$ cat src/rtl/bdq_pkg.sv
// ----------------------------------------------------------------------------
// bdq_pkg
// Request codes, result kinds and fixed port widths of the bounded deque.
// ----------------------------------------------------------------------------
package bdq_pkg;

  localparam int unsigned REQ_W     = 4;
  localparam int unsigned DATA_W    = 32;
  localparam int unsigned ENTRIES_W = 6;

  typedef enum logic [REQ_W-1:0] {
    REQ_ADD_BACK    = 4'd0,
    REQ_ADD_FRONT   = 4'd1,
    REQ_REM_FRONT   = 4'd2,
    REQ_REM_BACK    = 4'd3,
    REQ_REM_VALUE   = 4'd4,
    REQ_CLEAR       = 4'd5,
    REQ_PRINT_ALL   = 4'd6,
    REQ_PRINT_FIRST = 4'd7,
    REQ_PRINT_LAST  = 4'd8
  } req_t;

  typedef enum logic [2:0] {
    KIND_DONE  = 3'd0,
    KIND_ELEM  = 3'd1,
    KIND_EMPTY = 3'd2,
    KIND_FULL  = 3'd3,
    KIND_NONE  = 3'd4
  } kind_t;

endpackage

$ cat src/rtl/bounded_deque_with_value_delete.sv
// ----------------------------------------------------------------------------
// bounded_deque_with_value_delete
// Bounded ordered list of signed words kept in a circular buffer memory.
// Adds, removes and clear put their one result word out in the cycle after
// the word is taken, and busy stays low, so such requests can follow every cycle.
// Remove-by-value and prints walk n entries through the one read port, one a
// cycle, busy high for the whole walk; the first result word passes the state,
// read data and result registers. Results cannot be stalled by the receiver.
// Reset empties the list at once; the memory itself is not cleared.
// ----------------------------------------------------------------------------
module bounded_deque_with_value_delete #(
  parameter int unsigned DEPTH = 32
) (
  input  logic                                  clk,
  input  logic                                  rst,
  input  logic                                  start,
  output logic                                  busy,
  input  logic [bdq_pkg::REQ_W-1:0]             req_type,
  input  logic signed [bdq_pkg::DATA_W-1:0]     operand_value,
  output logic                                  result_strobe,
  output bdq_pkg::kind_t                        result_kind,
  output logic signed [bdq_pkg::DATA_W-1:0]     element_data,
  output logic                                  is_last,
  output logic [bdq_pkg::ENTRIES_W-1:0]         entries_now
);
  import bdq_pkg::*;

  localparam int unsigned AW = (DEPTH > 1) ? $clog2(DEPTH) : 1;
  localparam int unsigned CW = $clog2(DEPTH + 1);
  localparam logic [AW:0]   DEPTH_A = (AW + 1)'(DEPTH);
  localparam logic [CW-1:0] DEPTH_C = CW'(DEPTH);
  localparam logic [AW-1:0] LAST_SLOT = AW'(DEPTH - 1);

  typedef enum logic [1:0] {
    S_IDLE,
    S_PRINT,
    S_DEL
  } state_t;

  // Physical slot of a logical position, counted from the head slot.
  function automatic logic [AW-1:0] phys(input logic [AW-1:0] base,
                                         input logic [AW-1:0] off);
    logic [AW:0] sum;
    sum = {1'b0, base} + {1'b0, off};
    if (sum >= DEPTH_A) begin
      sum = sum - DEPTH_A;
    end
    return sum[AW-1:0];
  endfunction

  logic signed [DATA_W-1:0] mem [DEPTH];
  logic signed [DATA_W-1:0] rd_data;

  state_t                   state;
  logic [AW-1:0]            head;
  logic [CW-1:0]            count;
  logic [CW-1:0]            rd_idx;
  logic [CW-1:0]            left;
  logic [CW-1:0]            wr_idx;
  logic                     rd_vld;
  logic                     rd_last;
  logic signed [DATA_W-1:0] del_val;

  logic                     accept;
  logic                     full;
  logic [AW-1:0]            head_inc;
  logic [AW-1:0]            head_dec;
  logic                     k_none;
  logic [CW-1:0]            print_n;
  logic [CW-1:0]            print_base;
  logic                     keep;
  logic [CW-1:0]            kept_count;
  logic [AW-1:0]            raddr;
  logic                     we;
  logic [AW-1:0]            waddr;
  logic signed [DATA_W-1:0] wdata;

  always_comb begin
    accept     = start && !busy;
    full       = (count == DEPTH_C);
    head_inc   = (head == LAST_SLOT) ? '0 : head + 1'b1;
    head_dec   = (head == '0) ? LAST_SLOT : head - 1'b1;
    k_none     = operand_value[DATA_W-1] || (operand_value == '0);
    print_n    = ($unsigned(operand_value) >= DATA_W'(count)) ?
                 count : operand_value[CW-1:0];
    print_base = (req_type == REQ_PRINT_LAST) ? count - print_n : '0;
    keep       = (rd_data != del_val);
    kept_count = wr_idx + CW'(keep);
    raddr      = phys(head, rd_idx[AW-1:0]);

    we    = 1'b0;
    waddr = phys(head, count[AW-1:0]);
    wdata = operand_value;
    case (state)
      S_IDLE: begin
        if (accept && !full) begin
          if (req_type == REQ_ADD_BACK) begin
            we = 1'b1;
          end else if (req_type == REQ_ADD_FRONT) begin
            we    = 1'b1;
            waddr = head_dec;
          end
        end
      end
      S_DEL: begin
        if (rd_vld && keep) begin
          we    = 1'b1;
          waddr = phys(head, wr_idx[AW-1:0]);
          wdata = rd_data;
        end
      end
      default: begin
        we = 1'b0;
      end
    endcase
  end

  always_ff @(posedge clk) begin
    if (we) begin
      mem[waddr] <= wdata;
    end
    rd_data <= mem[raddr];
  end

  always_ff @(posedge clk) begin
    if (rst) begin
      state         <= S_IDLE;
      busy          <= 1'b0;
      head          <= '0;
      count         <= '0;
      rd_vld        <= 1'b0;
      result_strobe <= 1'b0;
    end else begin
      result_strobe <= 1'b0;
      case (state)
        S_IDLE: begin
          rd_vld <= 1'b0;
          if (accept) begin
            result_strobe <= 1'b1;
            result_kind   <= KIND_DONE;
            element_data  <= '0;
            is_last       <= 1'b1;
            entries_now   <= ENTRIES_W'(count);
            case (req_type)
              REQ_ADD_BACK: begin
                if (full) begin
                  result_kind <= KIND_FULL;
                end else begin
                  count       <= count + 1'b1;
                  entries_now <= ENTRIES_W'(count + 1'b1);
                end
              end
              REQ_ADD_FRONT: begin
                if (full) begin
                  result_kind <= KIND_FULL;
                end else begin
                  head        <= head_dec;
                  count       <= count + 1'b1;
                  entries_now <= ENTRIES_W'(count + 1'b1);
                end
              end
              REQ_REM_FRONT: begin
                if (count != '0) begin
                  head        <= head_inc;
                  count       <= count - 1'b1;
                  entries_now <= ENTRIES_W'(count - 1'b1);
                end
              end
              REQ_REM_BACK: begin
                if (count != '0) begin
                  count       <= count - 1'b1;
                  entries_now <= ENTRIES_W'(count - 1'b1);
                end
              end
              REQ_REM_VALUE: begin
                if (count != '0) begin
                  result_strobe <= 1'b0;
                  state         <= S_DEL;
                  busy          <= 1'b1;
                  rd_idx        <= '0;
                  left          <= count;
                  wr_idx        <= '0;
                  del_val       <= operand_value;
                end
              end
              REQ_CLEAR: begin
                count       <= '0;
                entries_now <= '0;
              end
              REQ_PRINT_ALL, REQ_PRINT_FIRST, REQ_PRINT_LAST: begin
                if (count == '0) begin
                  result_kind <= KIND_EMPTY;
                end else if (req_type != REQ_PRINT_ALL && k_none) begin
                  result_kind <= KIND_NONE;
                end else begin
                  result_strobe <= 1'b0;
                  state         <= S_PRINT;
                  busy          <= 1'b1;
                  rd_idx        <= print_base;
                  left          <= (req_type == REQ_PRINT_ALL) ? count : print_n;
                end
              end
              default: begin
                result_kind <= KIND_DONE;
              end
            endcase
          end
        end
        S_PRINT, S_DEL: begin
          // Issue one read a cycle; the data word comes back in the following cycle.
          if (left != '0) begin
            rd_idx  <= rd_idx + 1'b1;
            left    <= left - 1'b1;
            rd_vld  <= 1'b1;
            rd_last <= (left == CW'(1));
          end else begin
            rd_vld <= 1'b0;
          end
          if (rd_vld) begin
            if (state == S_PRINT) begin
              result_strobe <= 1'b1;
              result_kind   <= KIND_ELEM;
              element_data  <= rd_data;
              is_last       <= rd_last;
              entries_now   <= ENTRIES_W'(count);
            end else begin
              if (keep) begin
                wr_idx <= wr_idx + 1'b1;
              end
              if (rd_last) begin
                count         <= kept_count;
                result_strobe <= 1'b1;
                result_kind   <= KIND_DONE;
                element_data  <= '0;
                is_last       <= 1'b1;
                entries_now   <= ENTRIES_W'(kept_count);
              end
            end
            if (rd_last) begin
              state <= S_IDLE;
              busy  <= 1'b0;
            end
          end
        end
        default: begin
          state <= S_IDLE;
          busy  <= 1'b0;
        end
      endcase
    end
  end

`ifndef NO_ASSERTIONS
  a_count_bound: assert property (@(posedge clk) disable iff (rst)
    count <= DEPTH_C)
    else $error("entry count exceeds the store depth");

  a_walk_ends_with_last: assert property (@(posedge clk) disable iff (rst)
    $fell(busy) |-> result_strobe && is_last)
    else $error("walk finished without a final result word");

  a_read_only_when_busy: assert property (@(posedge clk) disable iff (rst)
    rd_vld |-> busy)
    else $error("memory read returned outside a walk");

  a_full_add_flagged: assert property (@(posedge clk) disable iff (rst)
    (accept && full &&
     (req_type == REQ_ADD_BACK || req_type == REQ_ADD_FRONT))
    |=> result_strobe && result_kind == KIND_FULL)
    else $error("add to a full store was not flagged");
`endif

endmodule

$ cat config.mk
export PLATFORM = sky130hd
export DESIGN_NAME = bounded_deque_with_value_delete
export DESIGN_NICKNAME = d
export VERILOG_FILES = /design/src/rtl/bdq_pkg.sv /design/src/rtl/bounded_deque_with_value_delete.sv
export SDC_FILE = /design/constraint.sdc
export NUM_CORES = 1
export LEC_CHECK = 0
export BUFFER_PORTS_ARGS = -buffer_cell sky130_fd_sc_hd__buf_2
export CAP_MARGIN = 20
export CORE_ASPECT_RATIO = 0.7
export CORE_MARGIN = 10
export CORE_UTILIZATION = 45
export DETAILED_ROUTE_END_ITERATION = 10
export PLACE_DENSITY = 0.57
export REMOVE_ABC_BUFFERS = 1
export SYNTH_ARGS = -nofsm -noshare
export SYNTH_HDL_FRONTEND = slang
export SYNTH_SLANG_ARGS = --single-unit
$ cat constraint.sdc
create_clock -name clk -period 5.4 [get_ports clk]
set_input_delay 0 -clock clk [delete_from_list [all_inputs] [get_ports clk]]
set_output_delay 0 -clock clk [all_outputs]
set_load 0.05 [all_outputs]
==> results of run 1 <==
==> how the worst min path moves through the flow <==
stage                              to  cells past startpoint         startpoint
after floorplan              count[0]                      1                rst
after global placement    del_val[30]                      1  operand_value[30]
after detailed placement  del_val[30]                      1  operand_value[30]
after CTS                 del_val[27]                      2  operand_value[27]
after global routing      del_val[13]                      2  operand_value[13]
final                     del_val[27]                      2  operand_value[27]
==> worst reg2reg max path, stage by stage, from the launching register on <==
cell and delay, ns:
sky130_fd_sc_hd__dfxtp_1 0.65, sky130_fd_sc_hd__clkinv_1 0.36, sky130_fd_sc_hd__ha_1 0.39, sky130_fd_sc_hd__a31oi_1 0.09, sky130_fd_sc_hd__nor2b_1 0.11, sky130_fd_sc_hd__a311oi_1 0.06, sky130_fd_sc_hd__o211ai_1 0.76, sky130_fd_sc_hd__mux2i_1 0.35
sky130_fd_sc_hd__ha_1 0.28, sky130_fd_sc_hd__a21oi_1 0.20, sky130_fd_sc_hd__o21ai_0 0.15, sky130_fd_sc_hd__nor4b_1 0.20, sky130_fd_sc_hd__or3_1 0.35
==> stage by stage <==
step                      hold WS [ns]  instance area [sq um]  setup slack (ns)
after global placement           0.212                  49700              1.30
after detailed placement         0.214                  49700              1.27
after floorplan                 0.0691                  46400             -5.99
after global routing            0.0852                  53600             0.844
after CTS                       0.0751                  53600              1.26
final                            0.114                  53600              1.19
==> routing by layer <==
metal | vias to the layer above | global-route usage
met4 | 8 | 0.0562
met5 | - | 0
met1 | 13400 | 0.316
met3 | 166 | 0.0602
met2 | 1140 | 0.318
li1 | 10800 | -
==> report_power, final <==
part	total, uW	internal (uW)	switching [uW]
Combinational	5530	1860	3670
Sequential	10600	10300	272
Clock	7570	4230	3340
Total	23700	16400	7280
==> timing repair <==
| action | 4_1_cts | 5_1_grt |
|---|---|---|
| hold buffers | 38 | 0 |
| endpoints found under the hold margin | 58 | 0 |
| endpoints found under the setup margin | 0 | 0 |
==> cell families (layout without fill, tap and decap cells) <==
group / after synthesis / in the layout / share of synthesized area
flops: 1164 / 1164 / 0.734
other cells: 0 / 6 / 0
buf+inv: 160 / 444 / 0.0138
fa+ha+maj: 42 / 42 / 0.0118
compound gates: 164 / 164 / 0.0221
xor+xnor: 65 / 65 / 0.0121
simple gates: 709 / 709 / 0.0705
mux: 314 / 314 / 0.136
==> cell type report <==
type | instances | area share
sequential | 1164 | 0.643
multi-input combinational | 1294 | 0.227
clock buffer | 144 | 0.0549
tap | 1363 | 0.0318
timing repair buffer | 214 | 0.0307
clock inverter | 62 | 0.0109
inverter | 24 | 0.00168
antenna | 6 | 0.000280
==> state kept, by name, indices dropped and copies added, names as in the netlist <==
signal / flops
rd_last: 1
wr_idx: 6
state: 2
mem: 1024
is_last: 1
result_kind: 3
del_val: 32
count: 6
rd_idx: 5
entries_now: 6
result_strobe: 1
rd_data: 32
element_data: 32
head: 5
rd_vld: 1
busy: 1
left: 6
==> cell usage in the layout, fill, tap and decap left out, types with 35 or more instances in the layout <==
| cell type | count |
|---|---|
| sky130_fd_sc_hd__and2_1 | 38 |
| sky130_fd_sc_hd__buf_2 | 82 |
| sky130_fd_sc_hd__buf_4 | 82 |
| sky130_fd_sc_hd__clkbuf_16 | 110 |
| sky130_fd_sc_hd__dfxtp_1 | 48 |
| sky130_fd_sc_hd__dlygate4sd3_1 | 38 |
| sky130_fd_sc_hd__edfxtp_1 | 1116 |
| sky130_fd_sc_hd__ha_1 | 36 |
| sky130_fd_sc_hd__mux4_2 | 256 |
| sky130_fd_sc_hd__nand2_1 | 332 |
| sky130_fd_sc_hd__nand3_1 | 179 |
| sky130_fd_sc_hd__nor2_1 | 39 |
| sky130_fd_sc_hd__nor3_2 | 35 |
| sky130_fd_sc_hd__o21ai_0 | 62 |
| sky130_fd_sc_hd__xnor2_1 | 46 |
==> impl_metrics.ini, run 1 <==
[worst_setup_path]
reg2reg_to = rd_idx[3]
required_ns = 5.85
worstReg2RegStart = count[2]
worst-endpoint-arrival_ns = 4.65
r2r_cells = 12
critical_path_class = flip-flop to flip-flop
critPathLaunchType = flip-flop
timing.critical_path.to_type = flip-flop
worstSetupEndpoint = rd_idx[3]
critPathSlowestCell = sky130_fd_sc_hd__o211ai_1
path_cells = clkinv_1 > ha_1 > a31oi_1 > nor2b_1 > a311oi_1 > o211ai_1 > mux2i_1 > ha_1 > a21oi_1 > o21ai_0 > nor4b_1 > or3_1
timing.critical_path.slowest_cell_delay_ns = 0.76
worst-path-buf-inv = 1
regToRegSetupSlack_ns = 1.19
maximum_net_fanout_on_the_critical_path = 13
crit_cells = 12
timing.critical_path.from = count[2]
path_common_cell = sky130_fd_sc_hd__ha_1
critPathTopFamily = compound AO/OA/AOI/OAI gates

[placement]
place_hpwl_mm = 81.1
place.port_buffers = 82
place_inst = 4021
routabilityCongestion = 0.847

[drt]
detailroute.wirelength.met2_mm = 57.0
wl_met1_mm = 54.9
drt_wl_total_mm = 128
routedWlPerCell_microns = 30.0
met3_length_mm = 12.8
drt_pre_antenna_iters = 5
initialDrtViolationCount = 3069
antenna_violating_nets_post_route = 0
detailroute.via_count = 25500
drc_violation_count_after_routing = 0
top_layer_used = met5
routed_via_density = 5.97

[power_and_ir_drop]
p_total_uw = 23700
leakagePower_uw = 0.0175
max-vdd-ir-drop_mv = 0.291
p_per_area_nw_per_um2 = 442

[floorplanning]
ios = 83
floorplan.die_area_sq_um = 118000
initial_utilization = 0.452
chipHeight_microns = 290
die_w_microns = 406
fp.coreArea_sq_um = 104000
rows = 99

[logic_synthesis]
synth-seq-cells = 1164
synth-seq-area-share = 0.734
synth.lib_cells_used.distinct = 75
ffs_w_async_s_r_synth = 0
avg_cell_area_syn_sq_um = 17.9
synthCells = 2618
netlist_top_cells_area = sky130_fd_sc_hd__edfxtp_1 71%, sky130_fd_sc_hd__mux4_2 12%, sky130_fd_sc_hd__nand2_1 2.7%
yosys.cell_count.top_type = sky130_fd_sc_hd__edfxtp_1
post_synth_top_cells = 1116 x sky130_fd_sc_hd__edfxtp_1, 332 x sky130_fd_sc_hd__nand2_1, 256 x sky130_fd_sc_hd__mux4_2
mappedNetlistArea_sq_um = 47000
number_of_enable_flip_flop_cells_after_synthesis = 1116
ys_warn_count = 0
post-synth-top-area-fraction = 0.713
netlist.top_cell.by_area = sky130_fd_sc_hd__edfxtp_1
synth_flop_cell = sky130_fd_sc_hd__edfxtp_1

[hold_path]
worstHoldPathType = input pin to flip-flop

[outcome]
outcome = completed

[global_route]
grt_start_max_net_pins = 103
global_route.overflow_total = 0
grt_use_total = 0.216
first_global_vias = 25500
grt_antenna_before_repair = 10
grt_pass1_wl_mm = 185

[clock_tree]
clock_tree_from_tritoncts = done
clk_transition_reported_paths_ns = 0.06
max_root_sink_buffers = 3
cts_num_sinks = 1164
htreeDepth = 3
cts-resized-gates = 0
clock-root-buffer = sky130_fd_sc_hd__clkbuf_16
clkLatencyLatePin_ns = 0.72
cts_made_buffers = 109
post_cts.repair.setup_buffers = 0

[finish]
drive_gt1_frac = 0.238
seq_area_sq_um = 34500
multi_input_area_sq_um = 12100
final_core_utilization = 0.516
syn2layout_area_growth_pct = 14.0
cell_count_final_fillers_out = 4271
n_fill_cell = 8223
design.final.nets = 2888

[sta]
fin_tns_setup_ns = 0
grt_setup_unrepaired = false
hold_viol = 0
timing.final.crit_period_ns = 4.21
max_freq_mhz = 238
slew_viol_final = 0
period_share = 0.779
worst-slew-pin-transition_ns = 1.12
fin_skew_ns = 0.0512
maxSlewHeadroom = 0.247
setup_viol_count_final = 0

[job]
drv_cap = 0
Power figures use the tool's default switching activity.
==> inputs of run 2 (changes only) <==
clock period = 4.35 ns   (was 5.4 ns; I/O delays follow)
==> run 2 against run 1 <==
Clock power is 27% higher. Setup slack worse by 0.82 ns. Design area is 0.65% higher. Wire length is 0.65% higher. Via count is 0.27% higher. Register-to-register slack worse by 0.82 ns. Maximum frequency is 5.8% higher. Largest cell class unchanged.
==> impl_metrics.ini, run 2 (synthesized netlist as in run 1, its figures left out) <==
[outcome]
outcome = completed

[clock_tree]
clock-root-buffer = sky130_fd_sc_hd__clkbuf_16
max_root_sink_buffers = 3
cts_made_buffers = 108
cts_num_sinks = 1164
htreeDepth = 3
clkLatencyLatePin_ns = 0.72
clock_tree_from_tritoncts = done
post_cts.repair.setup_buffers = 0
clk_transition_reported_paths_ns = 0.07

[finish]
most-common-layout-cells = 1116 x sky130_fd_sc_hd__edfxtp_1, 332 x sky130_fd_sc_hd__nand2_1, 256 x sky130_fd_sc_hd__mux4_2, 179 x sky130_fd_sc_hd__nand3_1, 118 x sky130_fd_sc_hd__buf_4
cell_count_final_fillers_out = 4299
largest_reg_flops = 1024
n_fill_cell = 8267
n_antenna_cell = 0
syn2layout_area_growth_pct = 14.8
max_flop_register = mem
design.final.nets = 2927
post-route-cell-area_sq_um = 53900
layout_commonest_cell = sky130_fd_sc_hd__edfxtp_1
seq_area_sq_um = 34500
multi_input_area_sq_um = 12200
drive_gt1_frac = 0.249

[placement]
routabilityCongestion = 0.863
place.port_buffers = 82
place_hpwl_mm = 82.4
place_inst = 4061
post_dp_cell_area_sq_um = 50000

[worst_setup_path]
path_cells = xnor2_1 > nand4_1 > nor4_2 > a21bo_1 > mux2i_1 > o21ai_2 > nor3_2 > buf_4
critPathSlowestCell = sky130_fd_sc_hd__xnor2_1
worst-endpoint-arrival_ns = 4.30
timing.critical_path.slowest_cell_delay_ns = 0.59
required_ns = 4.67
maximum_net_fanout_on_the_critical_path = 32
timing.critical_path.to_type = flip-flop
critical_path_class = flip-flop to flip-flop
critPathLaunchType = flip-flop

[power_and_ir_drop]
leakagePower_uw = 0.0177
p_per_area_nw_per_um2 = 551
max-vdd-ir-drop_mv = 0.364

[drt]
routedWlPerCell_microns = 30.0
drc_violation_count_after_routing = 0
antenna_violating_nets_post_route = 0
drt_pre_antenna_iters = 6
initialDrtViolationCount = 3014
drt_wl_total_mm = 129
detailroute.via_count = 25600
routed_via_density = 5.95

[global_route]
global_route.overflow_total = 0
grt_use_total = 0.218
grt_pass1_wl_mm = 188
first_global_vias = 26000
grt_start_max_net_pins = 65
grt_antenna_before_repair = 4

[sta]
period_share = 0.914
holdWs_ns = 0.103
timing.final.crit_period_ns = 3.98
max_freq_mhz = 252
slew_viol_final = 0
setup_viol_count_final = 0
hold_viol = 0
maxSlewHeadroom = 0.241
fin_skew_ns = 0.0344
worst-slew-pin-transition_ns = 1.14
fin_tns_setup_ns = 0
grt_setup_unrepaired = false

[floorplanning]
rows = 99
floorplan.die_area_sq_um = 118000
chipHeight_microns = 290
die_w_microns = 406
initial_utilization = 0.452
ios = 83
fp.coreArea_sq_um = 104000

[hold_path]
worstHoldPathType = input pin to flip-flop

[job]
drv_cap = 0
## run 2: cell types whose count changed in the layout (fill, tap and decap cells not counted), sizes merged
cell,change
clkbuf,-10
buf,+40
bufinv,+5
diode,-6
clkinv,-7
inv,+5
clkinvlp,+1
## run 2: worst max-delay path, delay by kind of cell (launching register included)
kind            cells  cell delay [ns]
xor+xnor            1             0.59
compound gates      2             0.70
flops               1             0.38
buf+inv             1             0.56
simple gates        3             1.00
mux                 1             0.30
## run 2: what timing repair did
| item | in CTS | in global routing |
|---|---|---|
| hold buffers | 38 | 0 |
| resized for setup | 0 | 1 |
| endpoints found under the setup margin | 0 | 67 |
| hold endpoints to repair | 64 | 0 |
## run 2: layout make-up
type / count / area share
clock buffers: 134 / 0.0525
multi-input cells: 1294 / 0.225
repair buffers: 254 / 0.0370
flip-flops and latches: 1164 / 0.639
inverters: 24 / 0.00167
well taps: 1363 / 0.0316
clock inverters: 66 / 0.0127
## run 2: worst paths after layout
path	from	endpoint	slack [ns]	cells past startpoint
min reg2reg	busy	busy	0.50	2
min	operand_value[17]	del_val[17]	0.10	2
max	del_val[22]	mem[24][8]	0.37	8
max reg2reg	del_val[22]	mem[24][8]	0.37	8
## run 2: where the power goes
part	leakage (uW)	switching, uW	internal (uW)	total [uW]
clock network	0.00172	4210	5400	9600
registers	0.0105	318	12800	13100
logic	0.00555	4560	2440	7000
## run 2: through the flow
step	worst slack, ns	util	total power, uW
floorplan	-7.04	-	18600
global placement	0.366	0.481	20300
detailed placement	0.322	0.481	20300
CTS	0.280	0.519	29900
global route	0.190	0.519	30900
finish	0.374	0.519	29700
## run 2: per-layer routing
layer / routed length, microns / up-vias / track usage
met2: 59500 / 1006 / 0.335
met3: 9330 / 162 / 0.0387
li1: - / 10900 / -
met5: 0 / - / 0
met4: 2670 / 0 / 0.0509
met1: 57300 / 13500 / 0.324
